## src/rtl/sgtin_pkg.sv

```systemverilog
package sgtin_pkg;

    localparam logic [7:0]  HEADER      = 8'h30;
    localparam int          REM_W       = 47;
    localparam int          REF_BITS    = 44;
    localparam int          SPLIT_BITS  = 26;
    localparam int          SERIAL_BITS = 38;
    localparam logic [3:0]  LEN_MIN     = 4'd6;
    localparam logic [3:0]  LEN_MAX     = 4'd12;
    localparam logic [2:0]  PART_BAD    = 3'd7;
    localparam logic [46:0] GTIN_MOD    = 47'd100000000000000;

    typedef struct packed {
        logic        kind;
        logic        bad;
        logic [2:0]  part;
        logic [2:0]  filter;
        logic [46:0] rem;
        logic [39:0] pfx;
        logic [23:0] itm;
        logic [37:0] serial;
        logic [95:0] epc;
    } pipe_t;

    function automatic logic [63:0] pow10(input int n);
        logic [63:0] p;
        p = 64'd1;
        for (int i = 0; i < n; i++)
        begin
            p = p * 64'd10;
        end
        return p;
    endfunction

    // company prefix field width by partition
    function automatic logic [5:0] prefix_bits(input logic [2:0] part);
        logic [5:0] b;
        unique case (part)
            3'd0:    b = 6'd40;
            3'd1:    b = 6'd37;
            3'd2:    b = 6'd34;
            3'd3:    b = 6'd30;
            3'd4:    b = 6'd27;
            3'd5:    b = 6'd24;
            3'd6:    b = 6'd20;
            default: b = 6'd20;
        endcase
        return b;
    endfunction

endpackage

```

## src/rtl/sgtin_front.sv

```systemverilog
module sgtin_front (
    input  logic               clk,
    input  logic               rst_n,
    input  logic               adv,
    input  logic               in_v,
    input  logic               kind,
    input  logic [46:0]        gtin_number,
    input  logic [37:0]        serial_in,
    input  logic [31:0]        epc_upper,
    input  logic [63:0]        epc_lower,
    input  logic [3:0]         prefix_length,
    input  logic [2:0]         filter_code,
    output logic               out_v,
    output sgtin_pkg::pipe_t   out_d
);
    import sgtin_pkg::*;

    logic  v_reg;
    pipe_t d_reg, d_next;

    always_comb
    begin
        d_next.kind   = kind;
        d_next.bad    = (prefix_length < LEN_MIN) || (prefix_length > LEN_MAX);
        d_next.part   = 3'(LEN_MAX - prefix_length);
        d_next.filter = filter_code;
        // drop digits above fourteen: input stays below twice the modulus
        d_next.rem    = (gtin_number >= GTIN_MOD) ? gtin_number - GTIN_MOD : gtin_number;
        d_next.pfx    = '0;
        d_next.itm    = '0;
        d_next.serial = serial_in;
        d_next.epc    = {epc_upper, epc_lower};
    end

    always_ff @(posedge clk or negedge rst_n)
    begin
        if (!rst_n)
        begin
            v_reg <= 1'b0;
        end
        else if (adv)
        begin
            v_reg <= in_v;
        end
    end

    always_ff @(posedge clk)
    begin
        if (adv)
        begin
            d_reg <= d_next;
        end
    end

    assign out_v = v_reg;
    assign out_d = d_reg;
endmodule

```

## config.mk

```make
export PLATFORM = sky130hd
export DESIGN_NAME = sgtin_front
export DESIGN_NICKNAME = d
export VERILOG_FILES = /design/src/rtl/sgtin_pkg.sv /design/src/rtl/sgtin_front.sv
export SDC_FILE = /design/constraint.sdc
export NUM_CORES = 1
export LEC_CHECK = 0
export ABC_AREA = 0
export BUFFER_PORTS_ARGS = -buffer_cell sky130_fd_sc_hd__buf_2
export CAP_MARGIN = 20
export CORE_AREA = 2 2 172 174
export CTS_CLUSTER_DIAMETER = 60
export CTS_CLUSTER_SIZE = 40
export DETAILED_ROUTE_END_ITERATION = 12
export DIE_AREA = 0 0 174 176
export PLACE_DENSITY_LB_ADDON = 0.2
export SKIP_LAST_GASP = 1
export SYNTH_ARGS = -nofsm -noshare
export SYNTH_HDL_FRONTEND = slang
export SYNTH_SLANG_ARGS = --single-unit
```

## constraint.sdc

```tcl
create_clock -name clk -period 2.2 [get_ports clk]
set_input_delay 0.11 -clock clk [delete_from_list [all_inputs] [get_ports clk]]
set_output_delay 0.11 -clock clk [all_outputs]
set_load 0.005 [all_outputs]
```

==> impl_metrics.prom <==
# TYPE chip_impl_metric gauge
chip_impl_metric{name="worstHoldPathCells",unit=""} 2
chip_impl_metric{name="routed-via-count",unit=""} 5424
chip_impl_info{name="status",value="completed"} 1
chip_impl_metric{name="crit_fanout",unit=""} 7
chip_impl_info{name="path_delay_family",value="simple AND/OR/NAND/NOR gates"} 1
chip_impl_metric{name="timing.final.crit_period",unit="ns"} 2.125
chip_impl_metric{name="synth_enable_flop_cells",unit=""} 189
chip_impl_metric{name="max_cap_viol_count",unit=""} 0
chip_impl_metric{name="synthesis.area",unit="um2"} 7202
chip_impl_metric{name="initial_utilization",unit=""} 0.2523
chip_impl_metric{name="timing.critical_path.arrival",unit="ns"} 2.31
chip_impl_metric{name="number_of_buffers_between_clock_root_and_the_deepest_sink",unit=""} 2
chip_impl_metric{name="post_route_cells_drive_above_1_share",unit=""} 0.4665
chip_impl_metric{name="h-tree-depth",unit=""} 4
chip_impl_metric{name="drt.antenna.violating_nets",unit=""} 0
chip_impl_metric{name="finalInstanceArea",unit="um2"} 11970
chip_impl_metric{name="finalWirelength",unit="um"} 22950
chip_impl_metric{name="slew_viol_final",unit=""} 0
chip_impl_metric{name="yosysWarnings",unit=""} 0
chip_impl_info{name="setup.worst_path.end_class",value="flop"} 1
chip_impl_info{name="critPathKind",value="input pin to flop"} 1
chip_impl_info{name="holdCritStartpoint",value="gtin_number[14]"} 1
chip_impl_info{name="worst_hold_path.endpoint",value="out_d[212]"} 1
chip_impl_metric{name="design.portCount",unit=""} 447
chip_impl_info{name="synth_top_flop_cell",value="sky130_fd_sc_hd__edfxtp_1"} 1
chip_impl_metric{name="gpl.final_weighted_congestion",unit=""} 0.7945
chip_impl_metric{name="vdd.ir_drop.worst",unit="uV"} 409.6
chip_impl_metric{name="tritoncts.num_buffers",unit=""} 17
chip_impl_info{name="worst_r2r_startpoint",value="out_v"} 1
chip_impl_metric{name="core_area",unit="um2"} 28550
chip_impl_metric{name="remaining_overflow_grt",unit=""} 0
chip_impl_metric{name="worst-r2r-cell-count",unit=""} 1
chip_impl_metric{name="finalCritPeriodShare",unit=""} 0.9659
chip_impl_metric{name="setup_viol",unit=""} 0
chip_impl_metric{name="area.growth.synth_to_final",unit="%"} 66.16
chip_impl_metric{name="drt_iter0_markers",unit=""} 181
chip_impl_metric{name="grt_pass1_vias",unit=""} 5454
chip_impl_metric{name="antenna_found_initial",unit=""} 0
chip_impl_metric{name="drc",unit=""} 0
chip_impl_info{name="crit_path_cell_trace",value="dlygate4sd3_1 > or4_4 > nor3_2 > nand3_2 > o221a_4 > or4_1 > xnor2_1"} 1
chip_impl_metric{name="sequential_cell_area",unit="um2"} 5700
chip_impl_metric{name="clkLatencyLatePin",unit="ns"} 0.43
chip_impl_metric{name="worst-endpoint-required",unit="ns"} 2.39
chip_impl_metric{name="critical_path.max_stage_delay",unit="ns"} 0.55
chip_impl_metric{name="die_x",unit="um"} 174
chip_impl_info{name="regToRegEndpoint",value="out_v"} 1
chip_impl_metric{name="clk_transition_reported_paths",unit="ns"} 0.08
chip_impl_metric{name="place_ws",unit="ns"} -0.3695
chip_impl_metric{name="finish.net_count",unit=""} 1200
chip_impl_metric{name="floorplan.rows",unit=""} 62
chip_impl_metric{name="fp.dieArea",unit="um2"} 30620
chip_impl_metric{name="final_layout_fill_cell_count",unit=""} 2714
chip_impl_metric{name="synth.lib_cells_used.distinct",unit=""} 52
chip_impl_metric{name="postSynth.asyncResetShare",unit=""} 0.005263
chip_impl_metric{name="via_per_inst",unit=""} 3.874
chip_impl_info{name="clk_root_buffer_cell",value="sky130_fd_sc_hd__clkbuf_16"} 1
chip_impl_metric{name="multi_input_area",unit="um2"} 1270
chip_impl_metric{name="grt_first_pass_wirelength",unit="um"} 32850
chip_impl_metric{name="postCtsSetupBuffers",unit=""} 0
chip_impl_info{name="critical_path.slowest_cell",value="sky130_fd_sc_hd__dlygate4sd3_1"} 1
chip_impl_metric{name="die_height",unit="um"} 176
chip_impl_metric{name="grt_util_all_layers",unit=""} 0.1448
chip_impl_metric{name="fin_skew",unit="ns"} 0
chip_impl_metric{name="finalCoreUtilization",unit=""} 0.4192
chip_impl_metric{name="n_antenna_cell",unit=""} 0
chip_impl_metric{name="clock_sinks",unit=""} 190
chip_impl_metric{name="placement.io_buffers",unit=""} 382
chip_impl_metric{name="total_leakage_power",unit="nW"} 5.086
chip_impl_metric{name="power_density",unit="nW/um2"} 708.7
chip_impl_metric{name="final-hold-violation-count",unit=""} 0
chip_impl_metric{name="timing.critical_path.buf_inv",unit=""} 1
chip_impl_metric{name="place.detailed.hpwl",unit="um"} 17010
chip_impl_metric{name="netlist_instances",unit=""} 399
chip_impl_metric{name="fmax",unit="MHz"} 470.6
chip_impl_metric{name="final_critical_path_setup_slack",unit="ns"} 0.07511
chip_impl_info{name="timing.hold.worst.class",value="input pin to flop"} 1
chip_impl_metric{name="tns",unit="ns"} 0
chip_impl_metric{name="maximum_number_of_pins_on_one_net_before_global_route_repair",unit=""} 56
chip_impl_info{name="tritoncts",value="done"} 1
chip_impl_metric{name="routed_wire_length_per_instance",unit="um"} 16.39
chip_impl_metric{name="flops_latches_synth",unit=""} 190
chip_impl_info{name="start_kind",value="input pin"} 1
chip_impl_metric{name="reg2reg_slack",unit="ns"} 1.46
chip_impl_metric{name="detail_route.first_pass.iterations",unit=""} 6
chip_impl_metric{name="synth_sequential_area_ratio",unit=""} 0.7915
chip_impl_metric{name="detailed_place.area",unit="um2"} 9692
chip_impl_metric{name="synth.avg_cell_area",unit="um2"} 18.05
[report_power, final]
group / total [W] / internal [W] / switching, W
sequential: 0.00439 / 0.00432 / 0.0000700
clock: 0.00294 / 0.00149 / 0.00145
combinational: 0.00115 / 0.000623 / 0.000528
[per-layer routing]
layer	track usage	wire length, um	vias up	part of all wire
li1	-	-	2597	-
met1	0.1610	8811	2547	0.38
met2	0.2658	12030	259	0.52
met3	0.04393	1724	21	0.075
met4	0.04412	381	0	0.017
met5	0	0	-	0
[worst max path at each step]
stage,end,cells after the start,from
final,out_d[223],7,gtin_number[7]
after CTS,out_d[223],8,gtin_number[7]
after detailed placement,out_d[223],8,gtin_number[0]
after floorplan,out_d[220],8,gtin_number[28]
after global routing,out_d[243],9,gtin_number[37]
after global placement,out_d[223],8,gtin_number[0]
[what timing repair did]
| item | 4_1_cts | 5_1_grt |
|---|---|---|
| resized for setup | 0 | 13 |
| hold buffers | 164 | 0 |
| setup endpoints to repair | 0 | 9 |
| endpoints found under the hold margin | 163 | 0 |
[registers in the layout (all words and copies together), names as in the netlist]
register / count
out_v: 1
out_d: 189
[placed cells by master (no fill, tap or decap), drive strengths merged, types with 2 or more instances in the layout]
master / n
buf: 426
xnor2: 28
nor3b: 2
dlygate4sd3: 164
nor3: 3
clkbuf: 18
nand4: 3
clkinv: 7
nor4: 4
xor2: 4
a311oi: 2
a21oi: 8
or3: 6
and3: 2
o21a: 2
or4: 6
a21o: 2
nand2: 14
inv: 11
clkinvlp: 2
o21ai: 8
edfxtp: 189
ha: 3
o31ai: 3
conb: 64
nand3: 7
nor2: 8
[stage by stage]
step,hold slack [ns],total power (W),instances
floorplan,-0.1856,0.004753,462
global placement,-0.1151,0.005379,1204
detailed placement,-0.1148,0.005384,1204
CTS,0.02224,0.008622,1399
global route,0.04285,0.008866,1400
finish,0.04777,0.008481,1400
[area by class of cell]
class	instances	share of cell area
Sequential cell	190	0.4764
Timing Repair Buffer	591	0.3289
Multi-Input combinational cell	198	0.1061
Tap cell	384	0.04015
Clock buffer	17	0.03555
Clock inverter	14	0.01098
Inverter	6	0.001882
[synthesized netlist by cell type (2+ instances only)]
master                     count  area share
sky130_fd_sc_hd__edfxtp_1    189        0.79
sky130_fd_sc_hd__buf_4        65       0.068
sky130_fd_sc_hd__xnor2_1      26       0.032
sky130_fd_sc_hd__nand2_1      14      0.0073
sky130_fd_sc_hd__a21oi_1       8      0.0056
sky130_fd_sc_hd__nor2_1        8      0.0042
sky130_fd_sc_hd__nand3_1       7      0.0049
sky130_fd_sc_hd__inv_1         6      0.0031
sky130_fd_sc_hd__or4_1         5      0.0052
sky130_fd_sc_hd__o21ai_0       4      0.0028
sky130_fd_sc_hd__o21ai_1       4      0.0028
sky130_fd_sc_hd__or3_1         4      0.0035
sky130_fd_sc_hd__xor2_1        4      0.0049
sky130_fd_sc_hd__ha_1          3      0.0052
sky130_fd_sc_hd__nand4_1       3      0.0026
sky130_fd_sc_hd__nor4_1        3      0.0026
sky130_fd_sc_hd__o31ai_1       3      0.0031
sky130_fd_sc_hd__a21o_1        2      0.0021
sky130_fd_sc_hd__and3_1        2      0.0017
sky130_fd_sc_hd__buf_2         2      0.0014
sky130_fd_sc_hd__nor3_1        2      0.0014
sky130_fd_sc_hd__nor3b_1       2      0.0021
sky130_fd_sc_hd__o21a_1        2      0.0021
sky130_fd_sc_hd__or3_4         2      0.0031
sky130_fd_sc_hd__xnor2_2       2      0.0045
[cells by family (layout without fill, tap and decap cells)]
kind of cell,count (synthesis),in the layout,share of synthesized area
fa+ha+maj,3,3,0.005213
simple gates,63,63,0.05229
flops,190,190,0.7915
mux,1,1,0.001563
buf+inv,74,628,0.07384
compound gates,35,35,0.03405
other cells,1,64,0.0005207
xor+xnor,32,32,0.04100
Power figures use the tool's default switching activity.
