<file path="src/rtl/sgtin_pkg.sv">
package sgtin_pkg;

    localparam logic [7:0]  HEADER      = 8'h30;
    localparam int          REM_W       = 47;
    localparam int          REF_BITS    = 44;
    localparam int          SPLIT_BITS  = 26;
    localparam int          SERIAL_BITS = 38;
    localparam logic [3:0]  LEN_MIN     = 4'd6;
    localparam logic [3:0]  LEN_MAX     = 4'd12;
    localparam logic [2:0]  PART_BAD    = 3'd7;
    localparam logic [46:0] GTIN_MOD    = 47'd100000000000000;

    typedef struct packed {
        logic        kind;
        logic        bad;
        logic [2:0]  part;
        logic [2:0]  filter;
        logic [46:0] rem;
        logic [39:0] pfx;
        logic [23:0] itm;
        logic [37:0] serial;
        logic [95:0] epc;
    } pipe_t;

    function automatic logic [63:0] pow10(input int n);
        logic [63:0] p;
        p = 64'd1;
        for (int i = 0; i < n; i++)
        begin
            p = p * 64'd10;
        end
        return p;
    endfunction

    // company prefix field width by partition
    function automatic logic [5:0] prefix_bits(input logic [2:0] part);
        logic [5:0] b;
        unique case (part)
            3'd0:    b = 6'd40;
            3'd1:    b = 6'd37;
            3'd2:    b = 6'd34;
            3'd3:    b = 6'd30;
            3'd4:    b = 6'd27;
            3'd5:    b = 6'd24;
            3'd6:    b = 6'd20;
            default: b = 6'd20;
        endcase
        return b;
    endfunction

endpackage

</file>
<file path="src/rtl/sgtin_digit_stage.sv">
module sgtin_digit_stage #(
    parameter int POS = 13
) (
    input  logic               clk,
    input  logic               rst_n,
    input  logic               adv,
    input  logic               in_v,
    input  sgtin_pkg::pipe_t   in_d,
    output logic               out_v,
    output sgtin_pkg::pipe_t   out_d
);
    import sgtin_pkg::*;

    localparam logic [63:0] P   = pow10(POS);
    localparam int          IDX = POS - 1;

    logic        v_reg;
    pipe_t       d_reg, d_next;
    logic [3:0]  dig;

    always_comb
    begin
        dig = 4'd0;
        for (int k = 1; k < 10; k++)
        begin
            if (64'(in_d.rem) >= 64'(k) * P)
            begin
                dig = 4'(k);
            end
        end
        d_next     = in_d;
        d_next.rem = in_d.rem - REM_W'(64'(dig) * P);
        if (IDX == 12)
        begin
            // indicator digit leads the item reference
            d_next.itm = 24'(dig);
        end
        else if (IDX >= 32'(in_d.part))
        begin
            d_next.pfx = (in_d.pfx << 3) + (in_d.pfx << 1) + 40'(dig);
        end
        else
        begin
            d_next.itm = (in_d.itm << 3) + (in_d.itm << 1) + 24'(dig);
        end
    end

    always_ff @(posedge clk or negedge rst_n)
    begin
        if (!rst_n)
        begin
            v_reg <= 1'b0;
        end
        else if (adv)
        begin
            v_reg <= in_v;
        end
    end

    always_ff @(posedge clk)
    begin
        if (adv)
        begin
            d_reg <= d_next;
        end
    end

    assign out_v = v_reg;
    assign out_d = d_reg;
endmodule

</file>
<file path="config.mk">
export PLATFORM = sky130hd
export DESIGN_NAME = sgtin_digit_stage
export DESIGN_NICKNAME = d
export VERILOG_FILES = /design/src/rtl/sgtin_pkg.sv /design/src/rtl/sgtin_digit_stage.sv
export SDC_FILE = /design/constraint.sdc
export NUM_CORES = 1
export LEC_CHECK = 0
export BUFFER_PORTS_ARGS = -buffer_cell sky130_fd_sc_hd__buf_2
export CORE_AREA = 2 2 196 198
export DETAILED_ROUTE_END_ITERATION = 10
export DIE_AREA = 0 0 198 200
export HOLD_SLACK_MARGIN = 0.05
export PLACE_DENSITY_LB_ADDON = 0.25
export SYNTH_ARGS = -nofsm -noshare
export SYNTH_HDL_FRONTEND = slang
export SYNTH_SLANG_ARGS = --single-unit
</file>
<file path="constraint.sdc">
create_clock -name clk -period 1.93 [get_ports clk]
set_clock_uncertainty 0.2 [all_clocks]
set_input_delay 0.193 -clock clk [delete_from_list [all_inputs] [get_ports clk]]
set_output_delay 0.193 -clock clk [all_outputs]
set_load 0.03 [all_outputs]
</file>
==> summary.md, run 1 <==
| Metric | Value |
|---|---|
| Status | finished with violations |
| Failing checks | setup timing |
| H-tree depth | 1 |
| Post-synth EDFFs | 233 |
| Total Neg Setup Slack | -106.57 ns |
| Max-cap violations | 0 |
| Num rows | 71 |
| Net Switching | between 6 and 7 mW |
| Synth area leaders | edfxtp_1 (63%), ha_1 (6.8%), a21oi_1 (2.4%) |
| Share of the synthesized area in the top cell type | 0.631 |
| Dpl cells | 2019 |
| Worst hold path class | in2reg |
| DRT Pass-1 Iters | 5 |
| Met3 routed WL | 2820 µm |
| Fmax | around 0.17 GHz |
| Register area share after synthesis | 0.633 |
| Max VDD drop | 0.000548 V |
| Worst-margin pin slew | roughly 0.53 ns |
| Gr ovfl total | 0 |
| Highest metal used | met5 |
| Synth Flop Type | edfxtp_1 |
| Logic pwr share | 0.439 |
| Netlist Area Pre-Place | around 11000 µm² |
| Filler cell count | between 3000 and 4000 |
| Largest net degree at the start of global routing | 60 |
| Clock Power Share | 0.231 |
| WL final | 46800 µm |
| Reg power frac | 0.330 |
| Root Buffer | clkbuf_16 |
| Clock slew at reported path FFs | 0.06 ns |
| Vias in the first global route | 11100 |
| Detail Placement HPWL | 34000 µm |
| Worst path slowest cell | fa_2 |
| Setup crit end kind | register |
| Average vias per placed instance | 4.69 |
| Routed vias | 10800 |
| Commonest cells post-synth | edfxtp_1 (233), ha_1 (60), a21oi_1 (54) |
| Die Area | 39600 µm² |
| DR WL met2 | 23800 µm |
| Die X | 198 µm |
| Total Power | 19.9 mW |
| Leak Pwr | 8.70 nW |
| Synthesis-to-layout area growth | 80.3% |
| Setup ws final | -4.04 ns |
| Most common cell in the synthesized netlist | edfxtp_1 |
| Crit path max fanout | 4 |
| M1 WL | 18200 µm |
| Initial DRC count | 535 |
| Synth unique cells | 76 |
| Count of input and output buffers | 466 |
| I/O pin count | slightly above 500 |
| Initial Utilization | 0.297 |
| Synthesis-stage register bit count | 234 |
| Nets | around 2100 |
| Power per standard cell area | 996 nW/µm² |
| Critical path class | in2reg |
| Initial antenna violation count | 7 |
| Final setup viols | 37 |
| GP Congestion | approximately 0.94 |
| Worst reg-to-reg setup slack | 0.35 ns |
| Startpoint types | primary input |
| Die Ht | 200 µm |
| Worst EP required | 2.00 ns |
| Clk buf depth | 3 |
| Post-synth top area cell | edfxtp_1 |
| Internal Power | 13.1 mW |
| CTS tree | done |
| Global-route wire length before repair | between 60000 and 70000 µm |
| Final worst path period share | 3.09 |
| Avg Cell Area, Syn | around 14 µm² |
| Fin. max-slew vios | 0 |
| All-layer global routing usage | 0.222 |
| Async SR Flop Fraction | 0.00427 |
| YS warnings | 0 |
| Post-route ant nets | 0 |
| Fin. Hold Viols | 0 |
| Tmin final | between 5 and 6 ns |
| Sw Share | 0.342 |
| Worst skew pair latency | 0.52 ns |
| Layout Cells excl Fill | 2308 |
| Mapped Cells | 820 |
| Slowest stage delay, CP | 0.41 ns |
| DRC errors left | 0 |
| Hold Slack | 0.160 ns |
| TritonCTS buffer count | 25 |
| CP arrival | just over 6 ns |
| Wire per inst | 20.3 µm |
| RSZ-0062 raised after global routing | true |
| Core Area | 37400 µm² |
| Final core utilization | 0.535 |
| Clock Sinks | 234 |
| Max-slew headroom | 0.640 |
| Layout cells sized above 1 | 0.522 |
-- flip-flops by register name, indices dropped and copies added (netlist names) --
name,cells
out_d,233
out_v,1
-- metal layers --
layer  vias to the layer above  GRT usage
met5                         -          0
met4                         4     0.0961
met3                        99     0.0365
met2                       448      0.400
met1                      5243      0.261
li1                       5035          -
-- power by group through the flow --
stage | clock, mW | sequential [mW] | combinational, mW
2_1_floorplan | 0 | 7.96 | 2.50
3_3_place_gp | 0 | 6.67 | 6.79
3_5_place_dp | 0 | 6.66 | 6.80
4_1_cts | 4.67 | 6.57 | 8.10
5_1_grt | 4.89 | 6.64 | 9.34
6_report | 4.60 | 6.58 | 8.75
-- path summary, 6_finish.rpt --
path | from | cells past startpoint | endpoint
setup / recovery | in_d[199] | 32 | out_d[242]$_DFFE_PP_
hold / removal | in_d[243] | 5 | out_d[244]$_DFFE_PP_
setup reg to reg | out_v$_DFFE_PN0P_ | 2 | out_v$_DFFE_PN0P_
hold reg to reg | out_v$_DFFE_PN0P_ | 2 | out_v$_DFFE_PN0P_
max in group asynchronous | rst_n | 3 | out_v$_DFFE_PN0P_
min in group asynchronous | rst_n | 3 | out_v$_DFFE_PN0P_
-- per-stage QoR --
stage / setup WS, ns / instance area (µm²)
final: -4.04 / 20000
after detailed placement: -4.90 / 15900
after floorplan: -4.35 / 11300
after global routing: -4.25 / 20000
after global placement: -4.87 / 15900
after CTS: -4.06 / 19400
-- worst max-delay path: cells and delay by family --
family,cells,cell delay [ns]
simple gates,8,1.26
fa+ha+maj,3,0.97
buf+inv,5,0.76
xor+xnor,2,0.23
compound gates,14,2.62
-- cells by family after synthesis --
group | after synthesis | synth area share
buf+inv | 72 | 0.0341
compound gates | 206 | 0.128
other cells | 1 | 0.000338
flops | 234 | 0.633
mux | 1 | 0.00102
fa+ha+maj | 64 | 0.0749
simple gates | 197 | 0.0936
xor+xnor | 45 | 0.0355
-- timing repair --
action                                  4_1_cts  5_1_grt
gates resized for setup                     119       98
pin swaps                                    86       98
endpoints found under the hold margin       223        0
endpoints found under the setup margin       38       38
gates cloned                                  0        0
hold buffers                                201        0
setup buffers                                26       26
-- placed cells by master, fill, tap and decap left out, types with 30 or more instances in the layout --
cell / netlist / routed
dlygate4sd3_1: 0 / 201
buf_2: 2 / 458
buf_6: 4 / 47
a21oi_1: 54 / 30
nand2_1: 49 / 40
nor2_1: 47 / 38
ha_1: 60 / 41
edfxtp_1: 233 / 233
buf_4: 20 / 240
-- layout make-up --
| type | count | area [µm²] | area share |
|---|---|---|---|
| well taps | 511 | 639 | 0.0320 |
| multi-input cells | 533 | 4710 | 0.235 |
| diodes | 5 | 12.5 | 0.000626 |
| clock buffers | 27 | 633 | 0.0317 |
| clock inverters | 17 | 131 | 0.00657 |
| repair buffers | 952 | 6740 | 0.337 |
| flip-flops and latches | 234 | 7020 | 0.351 |
| inverters | 29 | 111 | 0.00557 |
(Power assumes the default switching activity.)
==> run 2, diff against run 1 <==
ABC_AREA = 1   (was unset)
==> summary.md, run 2 <==
| Metric | Value |
|---|---|
| Hold wc startpoint | in_d[214] (was in_d[243]) |
| Synthesis-stage register bit count | 234 (unchanged) |
| Slowest stage delay, CP | 0.40 ns (was 0.41 ns) |
| Sw Share | 0.356 (was 0.342) |
| Wire per inst | 17.8 µm (was 20.3 µm) |
| Reg power frac | 0.300 (was 0.330) |
| Clock Sinks | 234 (unchanged) |
| Power per standard cell area | 1030 nW/µm² (was 996 nW/µm²) |
| Max reg flops | 233 (unchanged) |
| Hold Slack | 0.136 ns (was 0.160 ns) |
| Critical path class | in2reg (unchanged) |
| Synthesis-to-layout area growth | 82.6% (was 80.3%) |
| DRC errors left | 0 (unchanged) |
| Mapped Cells | 1102 (was 820) |
| WL final | 48000 µm (was 46800 µm) |
| Async SR Flop Fraction | 0.00427 (unchanged) |
| Detail Placement HPWL | 36600 µm (was 34000 µm) |
| Most common cell after layout, fill and taps aside | buf_2 (unchanged) |
| I/O pin count | 511 (unchanged) |
| Routed vias | 12100 (was 10800) |
| Fin. max-slew vios | 0 (unchanged) |
| Most common cell in the synthesized netlist | edfxtp_1 (unchanged) |
| Nets | 2479 (was 2096) |
| Worst hold path class | in2reg (unchanged) |
| Logic pwr share | 0.475 (was 0.439) |
| Post-synth EDFFs | 233 (unchanged) |
| Critical path origin | in_d[244] (was in_d[199]) |
| Crit path max fanout | 4 (unchanged) |
| Average vias per placed instance | 4.50 (was 4.69) |
| TritonCTS buffer count | 25 (unchanged) |
| Final setup viols | 34 (was 37) |
| Avg Cell Area, Syn | 10.7 µm² (was 13.5 µm²) |
| Commonest cells post-synth | edfxtp_1 (233), nand2_1 (216), nor2_1 (122) (was edfxtp_1 (233), ha_1 (60), a21oi_1 (54)) |
| CP arrival | 4.92 ns (was 6.04 ns) |
| Layout cells sized above 1 | 0.511 (was 0.522) |
| Leak Pwr | 9.85 nW (was 8.70 nW) |
| Clock slew at reported path FFs | 0.06 ns (about the same) |
| Worst EP required | 2.00 ns (about the same) |
| Clock Power Share | 0.225 (was 0.231) |
| Die X | 198 µm (unchanged) |
| Post-synth top area cell | edfxtp_1 (unchanged) |
| Synth unique cells | 47 (was 76) |
| Netlist Area Pre-Place | 11800 µm² (was 11100 µm²) |
| Core Area | 37400 µm² (unchanged) |
| Status | finished with violations (unchanged) |
| H-tree depth | 1 (unchanged) |
| Count of input and output buffers | 466 (unchanged) |
| Initial Utilization | 0.316 (was 0.297) |
| Die Area | 39600 µm² (unchanged) |
| Num rows | 71 (unchanged) |
| Startpoint types | primary input (unchanged) |
| GP Congestion | 0.921 (was 0.939) |
| Clk buf depth | 3 (unchanged) |
| Post-route ant nets | 0 (unchanged) |
| Tmin final | 4.85 ns (was 5.97 ns) |
| Vias in the first global route | 12300 (was 11100) |
| Worst path slowest cell | fa_2 (unchanged) |
| Fmax | 0.206 GHz (was 0.168 GHz) |
| Largest net degree at the start of global routing | 64 (was 60) |
| CP dominant cell by count | nand2_2 |
| Max-cap violations | 0 (unchanged) |
| Gr ovfl total | 0 (unchanged) |
| YS warnings | 0 (unchanged) |
| Failing checks | setup timing (unchanged) |
| Most frequent cells in the layout | buf_2 (453), buf_4 (331), edfxtp_1 (233), dlygate4sd3_1 (200), nand2_1 (160) (was buf_2 (458), buf_4 (240), edfxtp_1 (233), dlygate4sd3_1 (201), buf_6 (47)) |
| DRT Pass-1 Iters | 4 (was 5) |
| Initial antenna violation count | 5 (was 7) |
| Layout Cells excl Fill | 2692 (was 2308) |
| Global-route wire length before repair | 68600 µm (was 66000 µm) |
| Synth area leaders | edfxtp_1 (59%), nand2_1 (6.9%), ha_1 (6.3%) (was edfxtp_1 (63%), ha_1 (6.8%), a21oi_1 (2.4%)) |
| RSZ-0062 raised after global routing | true (unchanged) |
| Die Ht | 200 µm (unchanged) |
| Dpl cells | 2390 (was 2019) |
| Root Buffer | clkbuf_16 (unchanged) |
| Internal Power | 14.3 mW (was 13.1 mW) |
| Share of the synthesized area in the top cell type | 0.592 (was 0.631) |
| Final worst path period share | 2.51 (was 3.09) |
| Fin. Hold Viols | 0 (unchanged) |
| Setup crit end kind | register (unchanged) |
| WP buf/inv | 10 (was 5) |
| Initial DRC count | 501 (was 535) |
| Worst skew pair latency | 0.53 ns (was 0.52 ns) |
| Setup ws final | -2.92 ns (was -4.04 ns) |
| Net Switching | 7.88 mW (was 6.81 mW) |
| Crit-path leading delay family | simple AND/OR/NAND/NOR gates (was compound AO/OA/AOI/OAI gates) |
| Synth Flop Type | edfxtp_1 (unchanged) |
| Filler cell count | 3220 (was 3236) |
| All-layer global routing usage | 0.230 (was 0.222) |
| Register area share after synthesis | 0.594 (was 0.633) |
| Critical R2R Launch | out_v$_DFFE_PN0P_ (unchanged) |
| Max VDD drop | 0.000657 V (was 0.000548 V) |
| CTS tree | done (unchanged) |
==> run 2: cell count changes in the layout (fill, tap and decap cells not counted), sizes merged, moves of 8 or more <==
cell | previous run | this run
nand2 | 49 | 231
inv | 29 | 127
xor2 | 16 | 38
a21o | 19 | 8
nand2b | 13 | 0
nor2 | 49 | 132
nor2b | 9 | 1
buf | 751 | 829
xnor2 | 29 | 10
o31ai | 8 | 0
nand3 | 20 | 44
clkbuf | 27 | 35
o21a | 15 | 7
==> run 2: power by group through the flow <==
stage | clock (mW) | sequential [mW] | combinational (mW)
final | 4.99 | 6.63 | 10.5
after global routing | 5.29 | 6.69 | 11.3
after CTS | 5.10 | 6.63 | 9.86
after detailed placement | 0 | 6.72 | 8.75
after global placement | 0 | 6.71 | 8.76
after floorplan | 0 | 8.08 | 3.27
==> run 2: repair_timing <==
action,in CTS,in global routing
hold buffers,200,0
hold endpoints to repair,238,0
setup buffers,30,23
resized for setup,134,106
setup endpoints to repair,34,35
pin swaps,86,70
==> run 2: layer usage <==
metal  GRT usage  part of all wire  up-vias
li1            -                 -     5899
met1       0.258              0.38     5672
met2       0.429              0.52      416
met3      0.0365             0.054      116
met4       0.108             0.049        2
met5           0           0.00021        -
==> run 2: worst paths after layout <==
check	to	slack [ns]	cells past startpoint
setup / recovery	out_d[232]$_DFFE_PP_	-2.92	37
hold / removal	out_d[214]$_DFFE_PP_	0.14	5
setup reg to reg	out_v$_DFFE_PN0P_	0.94	1
hold reg to reg	out_v$_DFFE_PN0P_	0.37	1
max in group asynchronous	out_v$_DFFE_PN0P_	1.04	3
min in group asynchronous	out_v$_DFFE_PN0P_	0.37	3
==> run 2: cell type report <==
type / instances / area (µm²) / area share
multi-input combinational: 737 / 5210 / 0.241
tap: 511 / 639 / 0.0296
antenna: 4 / 10.0 / 0.000464
inverter: 130 / 536 / 0.0248
clock inverter: 12 / 141 / 0.00655
clock buffer: 34 / 719 / 0.0333
timing repair buffer: 1030 / 7320 / 0.339
sequential: 234 / 7020 / 0.325
==> run 2: metrics by stage <==
step / cell area [µm²] / power (mW) / worst slack [ns] / util / TNS [ns]
finish: 21600 / 22.1 / -2.92 / 0.577 / -78.52
CTS: 21000 / 21.6 / -2.77 / 0.563 / -75.28
detailed placement: 17400 / 15.5 / -3.59 / 0.466 / -101.90
global placement: 17400 / 15.5 / -3.61 / 0.466 / -102.82
global route: 21600 / 23.2 / -3.16 / 0.577 / -85.80
floorplan: 12200 / 11.4 / -2.90 / - / -74.34
==> run 2: kinds of logic (layout without fill, tap and decap cells) <==
logic type               after synthesis  in the layout  share of synthesized area
XOR/XNOR                              48             48                     0.0362
AO/OA/AOI/OAI                        154            154                     0.0773
other                                  1             24                   0.000317
flip-flops                           234            234                      0.594
buffers and inverters                150           1206                     0.0544
AND/OR/NAND/NOR                      450            450                      0.167
multiplexers                           1              1                   0.000952
adder cells (fa/ha/maj)               64             64                     0.0702
